**src/tccw_pkg.sv**
```systemverilog
// Shared types and constants for the text console character writer.
// Used by the controller, the datapath and the top level.
package tccw_pkg;

   localparam int CHAR_W = 8;
   localparam int ATTR_W = 8;
   localparam int CELL_W = 16;
   localparam int ROW_FW = 5;
   localparam int COL_FW = 7;
   localparam int POS_FW = 11;
   localparam int POS_CALC_W = ROW_FW + COL_FW;

   localparam logic [CHAR_W-1:0] CHAR_BS    = 8'h08;
   localparam logic [CHAR_W-1:0] CHAR_TAB   = 8'h09;
   localparam logic [CHAR_W-1:0] CHAR_LF    = 8'h0A;
   localparam logic [CHAR_W-1:0] CHAR_CR    = 8'h0D;
   localparam logic [CHAR_W-1:0] BLANK_CHAR = 8'h20;
   localparam logic [CHAR_W-1:0] CHAR_HIGH  = 8'h80;
   localparam int                TAB_STEP   = 8;
   localparam logic [ATTR_W-1:0] RESET_ATTR = 8'h0F;

   typedef enum logic {
      OP_PUT  = 1'b0,
      OP_READ = 1'b1
   } opcode_type;

   typedef enum logic [2:0] {
      ST_INIT,
      ST_IDLE,
      ST_EXEC,
      ST_CLEAR,
      ST_LOAD
   } state_type;

   typedef struct packed {
      logic init_step;
      logic accept;
      logic exec_go;
      logic clear_step;
      logic load_out;
   } ctrl_cmd_type;

   typedef struct packed {
      logic scroll;
      logic out_free;
      logic clear_last;
      logic init_last;
   } dp_status_type;

endpackage

```
**src/tccw_ctrl.sv**
```systemverilog
// Sequencer for the text console: init sweep, execute, row clear, result load.
// Depends on tccw_pkg.
module tccw_ctrl
   import tccw_pkg::*;
(
   input  logic          clock,
   input  logic          reset,
   input  logic          req_tvalid,
   output logic          req_tready,
   input  dp_status_type sts,
   output ctrl_cmd_type  cmd
);

   state_type state_ff, state_in;

   always_ff @(posedge clock) begin
      if (reset) begin
         state_ff <= ST_INIT;
      end else begin
         state_ff <= state_in;
      end
   end

   always_comb begin
      state_in = state_ff;
      case (state_ff)
         ST_INIT: begin
            if (sts.init_last) state_in = ST_IDLE;
         end
         ST_IDLE: begin
            if (req_tvalid) state_in = ST_EXEC;
         end
         ST_EXEC: begin
            if (sts.scroll) begin
               state_in = ST_CLEAR;
            end else if (sts.out_free) begin
               state_in = ST_IDLE;
            end
         end
         ST_CLEAR: begin
            if (sts.clear_last) state_in = ST_LOAD;
         end
         ST_LOAD: begin
            if (sts.out_free) state_in = ST_IDLE;
         end
         default: state_in = ST_INIT;
      endcase
   end

   always_comb begin
      cmd        = '0;
      req_tready = 1'b0;
      case (state_ff)
         ST_INIT: begin
            cmd.init_step = 1'b1;
         end
         ST_IDLE: begin
            req_tready = 1'b1;
            cmd.accept = req_tvalid;
         end
         ST_EXEC: begin
            if (sts.scroll) begin
               cmd.exec_go = 1'b1;
            end else if (sts.out_free) begin
               cmd.exec_go  = 1'b1;
               cmd.load_out = 1'b1;
            end
         end
         ST_CLEAR: begin
            cmd.clear_step = 1'b1;
         end
         ST_LOAD: begin
            cmd.load_out = sts.out_free;
         end
         default: begin
            cmd = '0;
         end
      endcase
   end

endmodule

```
**config.mk**
```make
export PLATFORM = sky130hd
export DESIGN_NAME = tccw_ctrl
export DESIGN_NICKNAME = d
export VERILOG_FILES = /design/src/tccw_pkg.sv /design/src/tccw_ctrl.sv
export SDC_FILE = /design/constraint.sdc
export NUM_CORES = 1
export LEC_CHECK = 0
export BUFFER_PORTS_ARGS = -buffer_cell sky130_fd_sc_hd__buf_2
export CORE_AREA = 2 2 39 41
export DETAILED_ROUTE_END_ITERATION = 8
export DIE_AREA = 0 0 41 43
export GPL_TIMING_DRIVEN = 1
export HOLD_SLACK_MARGIN = 0.08
export PLACE_DENSITY_LB_ADDON = 0.08
export SKIP_LAST_GASP = 1
export SYNTH_ARGS = -nofsm -noshare
export SYNTH_HDL_FRONTEND = slang
export SYNTH_SLANG_ARGS = --single-unit
export TNS_END_PERCENT = 1
```
**constraint.sdc**
```tcl
create_clock -name clock -period 1.2 [get_ports clock]
set_clock_uncertainty 0.05 [all_clocks]
set_input_delay 0.06 -clock clock [delete_from_list [all_inputs] [get_ports clock]]
set_output_delay 0.06 -clock clock [all_outputs]
set_load 0.02 [all_outputs]
```
# Word level (Yosys, flattened, before mapping)
# Index checks and enable logic that the tools add are counted.
# word_totals
ff_bits	3
in_bits	7
out_inout_bits	6
# op_classes
eq_ne	7
n_mux	15
n_reduce_logical	2
# op_table
operator	n
3-bit 2-to-1 mux	5
3-bit case mux with 5 select lines	1
1-bit 2-to-1 mux	8
3-bit by 2-bit equality test with 1-bit output, second input constant	2
2-bit inequality test, second input constant	3
3-bit by 1-bit equality test with 1-bit output, second input constant	1
3-bit equality test, second input constant	1
3-bit zero test	1
3-bit AND reduction	1
1-bit case mux with 2 select lines	1

# Depth between registers and ports, before layout
# Gate-level depths: netlist of run 1.
# depth
word_depth	3
ltp_mapped	4

# Worst setup path before layout of run 1
# Ideal clock, no wire load.
# synth_path
path_type	reg-to-reg
from	register state_ff[1]
to	register state_ff[1]
t_arrival_ns	1.135
required_ns	1.092
path_slack_ns	-0.043
path_stages_with_launch	5
n_path_buf	1
path_cell_list	dfxtp_1 -> buf_2 -> nor2b_1 -> nor2b_1 -> o21ba_2
# synth_between
elab_chain_cells	3
word_cells_on_any_way	12
classes_between	eq/ne (7); mux (3); reduce/logical (2)
# synth_lines
item	line	text
start: declaration	tccw_ctrl.sv:14	state_type state_ff, state_in;
start signal: assignment	tccw_ctrl.sv:20	state_ff <= state_in;
3-bit by 2-bit equality test with 1-bit output (tied with other cells)	tccw_ctrl.sv:26	case (state_ff)
2-bit inequality test (no line) or 3-bit 2-to-1 mux (tied branches)	n/a	
3-bit AND reduction (no line) or 3-bit case mux with 5 select lines (tied branches)	n/a	
# Parallel ways exist; a longest one is shown, timed or not.
# A chain may end at the register's enable or synchronous reset.

==> flow_metrics.py, run 1 <==
metrics = {
    "detailed_routing": {
        "dr.pass1.iters": 4,
        "num_vias": 288,
        "wl_um": 630,
        "route.detailed.drc": 0,
        "wl_per_cell_um": 9.55,
        "via_per_inst": 4.36,
        "ant_nets": 0,
        "drt_iter0_drc": 7,
    },
    "cells_and_area": {
        "area_delta_synth_final_pct": 69.5,
        "drive_gt1_frac": 0.540,
        "antenna_cells": 0,
        "reg_top3": "state_ff: 3 flops",
        "fin_nets": 58,
        "largest_reg_flops": 3,
        "final_cells": 66,
        "max_flop_register": "state_ff",
        "stdcell_area_um2": 397,
    },
    "setup_path": {
        "worstSetupPathType": "reg2out",
        "path_cells": "nand2b_1 -> o21ai_1 -> and3b_2 -> buf_6",
        "cp.required_ns": 1.09,
        "cp_slowest_cell": "dfxtp_4",
        "crit_fanout": 6,
        "startpoint_type": "flop",
        "arrival_ns": 1.12,
        "worstSetupEndpointType": "output port",
        "slowest_delay_ns": 0.37,
    },
    "cts": {
        "cts_tree": "yes",
        "htree_levels": 1,
        "cts_buffers": 3,
        "cts_buffer_depth": 2,
        "cts-root-buf": "clkbuf_4",
        "clk_pin_slew_ns": 0.04,
        "clkLatencyLatePin_ns": 0.24,
        "clock_sinks": 3,
    },
    "sta": {
        "worst_slack_ns": -0.0326,
        "tightest_slew_ns": 0.249,
        "slew-limit-headroom": 0.832,
        "period_share": 1.03,
        "rsz0062_at_grt": "true",
        "tns_ns": -0.0562,
        "max_freq_ghz": 0.811,
        "hold_violations": 0,
        "setup_violations": 3,
        "drv_slew": 0,
        "fin_crit_ns": 1.23,
    },
    "logic_synthesis": {
        "synth_mux_area_frac": 0,
        "synth_simple_gate_area_frac": 0.433,
        "async_flop_share": 0,
        "synth-compound-area-share": 0.225,
        "synth-xor-area-share": 0,
        "synth-edff-count": 0,
        "synth_adder_area_share": 0,
        "syn_avg_cell_area_um2": 7.80,
        "synth_top_family_by_area": "simple AND/OR/NAND/NOR gates",
        "synth_common_cells": "nor2_1 (4), dfxtp_1 (3), nand2b_1 (3)",
        "syn_nets": 37,
        "synth_area_leaders": "dfxtp_1 (26%), nand2b_1 (8.0%), a211oi_1 (6.4%)",
        "ys_ff_latch": 3,
        "synth.distinct_cells": 20,
        "synth_top_area_cell": "dfxtp_1",
        "yosys_warnings": 0,
        "yosysMostFrequentCell": "nor2_1",
        "netlist.area_leader.share": 0.257,
        "netlist_area_um2": 234,
        "postSynthCellCount": 30,
        "synth_ff_type": "dfxtp_1",
        "seq_area_frac_synth": 0.257,
    },
    "die": {
        "rows": 14,
        "initial_core_util": 0.169,
        "coreArea_um2": 1380,
        "die_h_um": 43,
        "dieArea_um2": 1760,
        "io_pins": 13,
        "chipWidth_um": 41,
    },
    "power_and_ir_drop": {
        "ir_worst_vdd_uv": 302,
        "power.density_nw_per_um2": 1280,
        "p_leak_nw": 0.181,
    },
    "run_status": {
        "violations": "negative setup slack",
        "outcome": "finished with violations",
    },
    "worst_hold_path": {
        "min_path_type": "in2reg",
    },
    "placed_design": {
        "dp_cells": 58,
        "postPlaceCellArea_um2": 315,
        "place.gp.congestion": 0.750,
        "dp_hpwl_um": 507,
        "port_buffers": 12,
    },
    "global_route": {
        "antenna_found_initial": 0,
        "track_usage": 0.0872,
        "grt_pass1_vias": 256,
        "grt_first_pass_wirelength_um": 1040,
        "overflow": 0,
        "grt_max_degree": 7,
    },
    "job": {
        "drv_cap": 0,
    },
}
## worst max-delay path: cells and delay by family, from the launching register on
family          cells  cell delay, ns
compound gates      1            0.06
buf+inv             1            0.13
flops               1            0.37
simple gates        2            0.33
## kinds of logic (layout without fill, tap and decap cells)
family	Yosys count	after routing
AO/OA/AOI/OAI	7	7
flip-flops	3	3
AND/OR/NAND/NOR	17	17
buffers and inverters	3	23
## layout by cell type, fill, tap and decap left out, types with 2 or more instances in the layout
cell type   n
clkbuf_4    3
dfxtp_4     2
buf_4       5
buf_2      11
a211oi_1    2
nand2b_1    2
nor2_1      4
nor3_1      2
## routing by layer
layer / vias to the layer above / routed length, um / track usage
met3: 3 / 55 / 0.0209
met1: 127 / 274 / 0.115
li1: 147 / - / -
met2: 11 / 280 / 0.119
met5: - / 0 / 0
met4: 0 / 19 / 0.0600
## where the power goes
group          leakage, nW  switching (mW)  internal, mW
registers           0.0264          0.0202         0.113
logic                0.140           0.103        0.0948
clock network       0.0150          0.0534         0.125
## per-stage QoR
| step | worst slack [ns] | hold WS (ns) | power (mW) | util |
|---|---|---|---|---|
| global route | -0.0968 | 0.154 | 0.549 | 0.287 |
| CTS | -0.0484 | 0.122 | 0.519 | 0.287 |
| floorplan | 0.0585 | 0.0822 | 0.260 | - |
| detailed placement | 0.0430 | 0.229 | 0.312 | 0.228 |
| global placement | 0.00988 | 0.232 | 0.316 | 0.228 |
| finish | -0.0326 | 0.127 | 0.509 | 0.287 |
## worst paths after layout
kind            endpoint  slack (ns)   startpoint  depth (start not counted)
min reg2reg  state_ff[2]        0.61  state_ff[2]                          3
max reg2reg  state_ff[0]       -0.01  state_ff[1]                          4
max               cmd[0]       -0.03  state_ff[1]                          4
min          state_ff[2]        0.13       sts[2]                          3
## what timing repair did
action	4_1_cts	5_1_grt
pin swaps	1	0
setup buffers	3	0
hold endpoints to repair	1	0
hold buffers	1	0
setup endpoints to repair	5	7
resized for setup	9	0
## layout make-up
| type | count | area (um2) |
|---|---|---|
| Fill cell | 160 | 987 |
| Multi-Input combinational cell | 24 | 164 |
| Timing Repair Buffer | 18 | 114 |
| Sequential cell | 3 | 68.8 |
| Clock buffer | 4 | 26.3 |
| Tap cell | 16 | 20.0 |
| Inverter | 1 | 3.75 |
No activity file was read; power rests on OpenSTA's default activity.
==> run 2, diff against run 1 <==
--- a/config.mk
+++ b/config.mk
@@ -6,6 +6,8 @@
 export NUM_CORES = 1
 export LEC_CHECK = 0
 export BUFFER_PORTS_ARGS = -buffer_cell sky130_fd_sc_hd__buf_2
+export CELL_PAD_IN_SITES_DETAIL_PLACEMENT = 2
+export CELL_PAD_IN_SITES_GLOBAL_PLACEMENT = 2
 export CORE_AREA = 2 2 39 41
 export DETAILED_ROUTE_END_ITERATION = 8
 export DIE_AREA = 0 0 41 43
==> flow_metrics.py, run 2 (synthesis gave the netlist of run 1 again) <==
metrics = {
    "cts": {
        "cts_buffer_depth": 2,
        "cts-root-buf": "clkbuf_4",
        "clk_pin_slew_ns": 0.04,
        "htree_levels": 1,
        "cts_buffers": 3,
        "clkLatencyLatePin_ns": 0.23,
        "cts_tree": "yes",
        "clock_sinks": 3,
    },
    "detailed_routing": {
        "ant_nets": 0,
        "dr.pass1.iters": 2,
        "route.detailed.drc": 0,
        "via_per_inst": 4.49,
        "num_vias": 305,
        "drt_iter0_drc": 3,
        "wl_um": 808,
        "wl_per_cell_um": 11.9,
    },
    "die": {
        "dieArea_um2": 1760,
        "coreArea_um2": 1380,
        "initial_core_util": 0.169,
        "io_pins": 13,
        "die_h_um": 43,
        "chipWidth_um": 41,
        "rows": 14,
    },
    "setup_path": {
        "worstSetupPathType": "reg2out",
        "startpoint_type": "flop",
        "crit_fanout": 4,
        "arrival_ns": 1.13,
        "reg2reg_depth": 4,
        "slowest_delay_ns": 0.35,
        "cp.required_ns": 1.09,
        "path_cells": "nand2b_4 -> o21ai_2 -> and3b_2 -> buf_6",
        "cp_slowest_cell": "dfxtp_4",
        "worstSetupEndpointType": "output port",
    },
    "global_route": {
        "track_usage": 0.122,
        "overflow": 0,
        "grt_first_pass_wirelength_um": 1450,
        "grt_pass1_vias": 350,
        "grt_max_degree": 8,
        "antenna_found_initial": 0,
    },
    "cells_and_area": {
        "final_cells": 68,
        "area_delta_synth_final_pct": 95.2,
        "antenna_cells": 0,
        "utilization": 0.330,
        "drive_gt1_frac": 0.654,
        "reg_top3": "state_ff: 3 flops",
        "mostFrequentLayoutCell": "buf_4",
        "largest_reg_flops": 3,
        "max_flop_register": "state_ff",
        "fin_nets": 60,
        "layout_common_cells": "buf_4 (10), buf_2 (7), nand2b_4 (3), nor2_1 (3), clkbuf_4 (3)",
    },
    "placed_design": {
        "port_buffers": 12,
        "dp_hpwl_um": 658,
        "dp_cells": 62,
        "place_ws_ns": -0.0354,
        "place.gp.congestion": 0.699,
    },
    "sta": {
        "tightest_slew_ns": 0.406,
        "hold_violations": 0,
        "rsz0062_at_grt": "true",
        "fin_crit_ns": 1.24,
        "slew-limit-headroom": 0.725,
        "worst_slack_ns": -0.0433,
        "tns_ns": -0.0960,
        "drv_slew": 0,
        "max_freq_ghz": 0.804,
        "period_share": 1.04,
        "setup_violations": 4,
    },
    "run_status": {
        "violations": "negative setup slack",
        "outcome": "finished with violations",
    },
    "power_and_ir_drop": {
        "finalPower_mw": 0.571,
        "p_leak_nw": 0.201,
        "ir_worst_vdd_uv": 538,
        "power.density_nw_per_um2": 1250,
    },
    "job": {
        "drv_cap": 0,
    },
    "worst_hold_path": {
        "hold_depth": 2,
        "min_path_type": "in2reg",
    },
}
run 2: cell count changes in the layout (fill, tap and decap cells not counted), moves of 2 or more:
cell	delta
nand2b_1	-2
buf_2	-4
nand2b_4	+2
buf_4	+5
run 2: power breakdown:
part	internal (mW)	leakage, nW	total [mW]	switching, mW
Clock	0.125	0.0150	0.176	0.0516
Combinational	0.136	0.160	0.256	0.120
Sequential	0.113	0.0264	0.139	0.0260
Total	0.374	0.201	0.571	0.197
run 2: layout make-up:
type | count | area, um2
flip-flops and latches | 3 | 68.8
fillers | 163 | 927
multi-input cells | 24 | 195
clock buffers | 4 | 26.3
repair buffers | 20 | 143
inverters | 1 | 3.75
well taps | 16 | 20.0
run 2: path summary, 6_finish.rpt:
| check | slack (ns) | from | to |
|---|---|---|---|
| setup / recovery | -0.04 | state_ff[2] | cmd[0] |
| hold / removal | 0.1 | reset | state_ff[1] |
| hold reg to reg | 0.59 | state_ff[2] | state_ff[2] |
| setup reg to reg | 0.03 | state_ff[1] | state_ff[0] |
run 2: stage by stage:
step | area, um2 | hold slack (ns)
6_report | 457 | 0.0973
5_1_grt | 457 | 0.102
4_1_cts | 443 | 0.0969
3_5_place_dp | 345 | 0.250
3_3_place_gp | 345 | 0.237
2_1_floorplan | 236 | 0.0822
run 2: critical path: cells and delay by family, from the launching register on:
family | cells | cell delay [ns]
AO/OA/AOI/OAI | 1 | 0.10
flip-flops | 1 | 0.35
AND/OR/NAND/NOR | 2 | 0.35
buffers and inverters | 1 | 0.11
run 2: per-layer routing:
layer / vias to the layer above / track usage / routed length [um]
met2: 11 / 0.191 / 407
met5: - / 0 / 0
li1: 152 / - / -
met4: 0 / 0.0600 / 11
met3: 2 / 0.0314 / 46
met1: 140 / 0.147 / 343
run 2: what timing repair did:
action,4_1_cts,5_1_grt
endpoints found under the setup margin,6,8
pin swaps,1,0
hold buffers,1,0
setup buffers,1,0
gates resized for setup,16,4
hold endpoints to repair,1,0
==> run 3, diff against run 2 <==
--- a/config.mk
+++ b/config.mk
@@ -13,7 +13,7 @@
 export DIE_AREA = 0 0 41 43
 export GPL_TIMING_DRIVEN = 1
 export HOLD_SLACK_MARGIN = 0.08
-export PLACE_DENSITY_LB_ADDON = 0.08
+export PLACE_DENSITY = 0.62
 export SKIP_LAST_GASP = 1
 export SYNTH_ARGS = -nofsm -noshare
 export SYNTH_HDL_FRONTEND = slang
==> constraint.sdc (replaced) <==
create_clock -name clock -period 1.2 [get_ports clock]
set_clock_uncertainty 0.05 [all_clocks]
set_input_delay 0.18 -clock clock [delete_from_list [all_inputs] [get_ports clock]]
set_output_delay 0.18 -clock clock [all_outputs]
set_load 0.02 [all_outputs]
==> flow_metrics.py, run 3 (synthesis gave the netlist of run 1 again) <==
metrics = {
    "run_status": {
        "outcome": "finished with violations",
        "violations": "negative setup slack",
    },
    "die": {
        "coreArea_um2": 1380,
        "die_h_um": 43,
        "initial_core_util": 0.169,
        "dieArea_um2": 1760,
        "chipWidth_um": 41,
        "io_pins": 13,
        "rows": 14,
    },
    "cells_and_area": {
        "fin_nets": 58,
        "final_cells": 66,
        "antenna_cells": 0,
        "mostFrequentLayoutCell": "buf_2",
        "multiInputGateArea_um2": 186,
        "max_flop_register": "state_ff",
        "drive_gt1_frac": 0.640,
        "reg_top3": "state_ff: 3 flops",
        "stdcell_area_um2": 413,
        "utilization": 0.298,
        "largest_reg_flops": 3,
        "sequential_cell_area_um2": 66.3,
        "layout_common_cells": "buf_2 (10), buf_4 (8), nor2_1 (4), nand2b_4 (3), clkbuf_4 (3)",
        "area_delta_synth_final_pct": 76.5,
        "num-fill-cells": 168,
    },
    "setup_path": {
        "worstSetupPathType": "reg2out",
        "crit_fanout": 5,
        "cp.required_ns": 0.97,
        "slowest_delay_ns": 0.34,
        "crit_top_cell": "buf_4",
        "arrival_ns": 1.15,
        "startpoint_type": "flop",
        "crit_family": "flip-flops",
        "path_cells": "nand2b_4 -> buf_4 -> nor3_2 -> buf_4",
        "cp_slowest_cell": "dfxtp_2",
        "crit_buf_inv": 2,
        "worstSetupEndpointType": "output port",
    },
    "cts": {
        "cts-root-buf": "clkbuf_4",
        "cts_tree": "yes",
        "clock_sinks": 3,
        "cts_hold_buf": 0,
        "cts_buffer_depth": 2,
        "clk_pin_slew_ns": 0.04,
        "cts_buffers": 3,
        "clkLatencyLatePin_ns": 0.23,
        "htree_levels": 1,
    },
    "detailed_routing": {
        "via_per_inst": 4.55,
        "dr.pass1.iters": 1,
        "drt_iter0_drc": 0,
        "route.detailed.drc": 0,
        "ant_nets": 0,
        "num_vias": 300,
        "wl_um": 804,
        "wl_per_cell_um": 12.2,
    },
    "global_route": {
        "antenna_found_initial": 0,
        "track_usage": 0.106,
        "overflow": 0,
        "grt_max_degree": 7,
        "grt_pass1_vias": 310,
        "grt_first_pass_wirelength_um": 1280,
    },
    "power_and_ir_drop": {
        "ir_worst_vdd_uv": 478,
        "p_seq_frac": 0.257,
        "clkPwrFrac": 0.324,
        "power.density_nw_per_um2": 1290,
        "p_switching_mw": 0.184,
        "p_leak_nw": 0.185,
        "p_comb_frac": 0.419,
        "p_int_mw": 0.347,
        "swShare": 0.347,
    },
    "placed_design": {
        "dp_hpwl_um": 659,
        "place.gp.congestion": 0.841,
        "postPlaceCellArea_um2": 340,
        "dp_cells": 61,
        "port_buffers": 12,
        "place_ws_ns": -0.0129,
    },
    "sta": {
        "drv_slew": 0,
        "worst_slack_ns": -0.184,
        "slew-limit-headroom": 0.815,
        "max_freq_ghz": 0.723,
        "hold_violations": 0,
        "setup_violations": 7,
        "tightest_slew_ns": 0.273,
        "holdWs_ns": 0.106,
        "fin_crit_ns": 1.38,
        "rsz0062_at_grt": "true",
        "period_share": 1.15,
    },
    "job": {
        "drv_cap": 0,
    },
    "worst_hold_path": {
        "min_path_type": "in2reg",
    },
}
==> run 3: worst register-to-register path, stage by stage, from the launching register on <==
cell and delay (ns):
dfxtp_4 0.36, buf_4 0.14, or3b_1 0.34, a21oi_1 0.15, a21o_1 0.12
==> run 3: path summary, 6_finish.rpt <==
kind / start / to / slack [ns] / depth (start not counted)
setup reg to reg: state_ff[1] / state_ff[0] / -0.02 / 4
setup / recovery: state_ff[2] / cmd[2] / -0.18 / 4
hold / removal: reset / state_ff[2] / 0.11 / 2
hold reg to reg: state_ff[2] / state_ff[0] / 0.57 / 2
==> run 3: stage by stage <==
step	setup TNS (ns)	power, mW
3_5_place_dp	-0.0129	0.330
3_3_place_gp	0	0.326
5_1_grt	-1.00	0.578
2_1_floorplan	-0.0426	0.260
6_report	-0.607	0.531
4_1_cts	-0.833	0.521
==> run 3: power groups by stage <==
stage	Sequential (mW)	Combinational (mW)	Clock, mW
finish	0.137	0.223	0.172
global route	0.140	0.245	0.193
CTS	0.132	0.209	0.180
detailed placement	0.130	0.200	0
global placement	0.129	0.197	0
floorplan	0.118	0.143	0
==> run 3: area by class of cell <==
| type | count | share of cell area |
|---|---|---|
| Tap cell | 16 | 0.0485 |
| Inverter | 1 | 0.00909 |
| Timing Repair Buffer | 18 | 0.267 |
| Clock buffer | 4 | 0.0636 |
| Multi-Input combinational cell | 24 | 0.452 |
| Sequential cell | 3 | 0.161 |
==> run 3: metal layers <==
metal  wire (um)  track usage  up-vias
li1            -            -      152
met1         320        0.113      140
met2         454        0.184        8
met3          29       0.0314        0
met4           0       0.0400        0
met5           0            0        -
==> run 3: repair_timing <==
action | in CTS | in global routing
buffers inserted | 0 | 1
resized for setup | 8 | 4
setup endpoints to repair | 6 | 7
hold endpoints to repair | 0 | 0
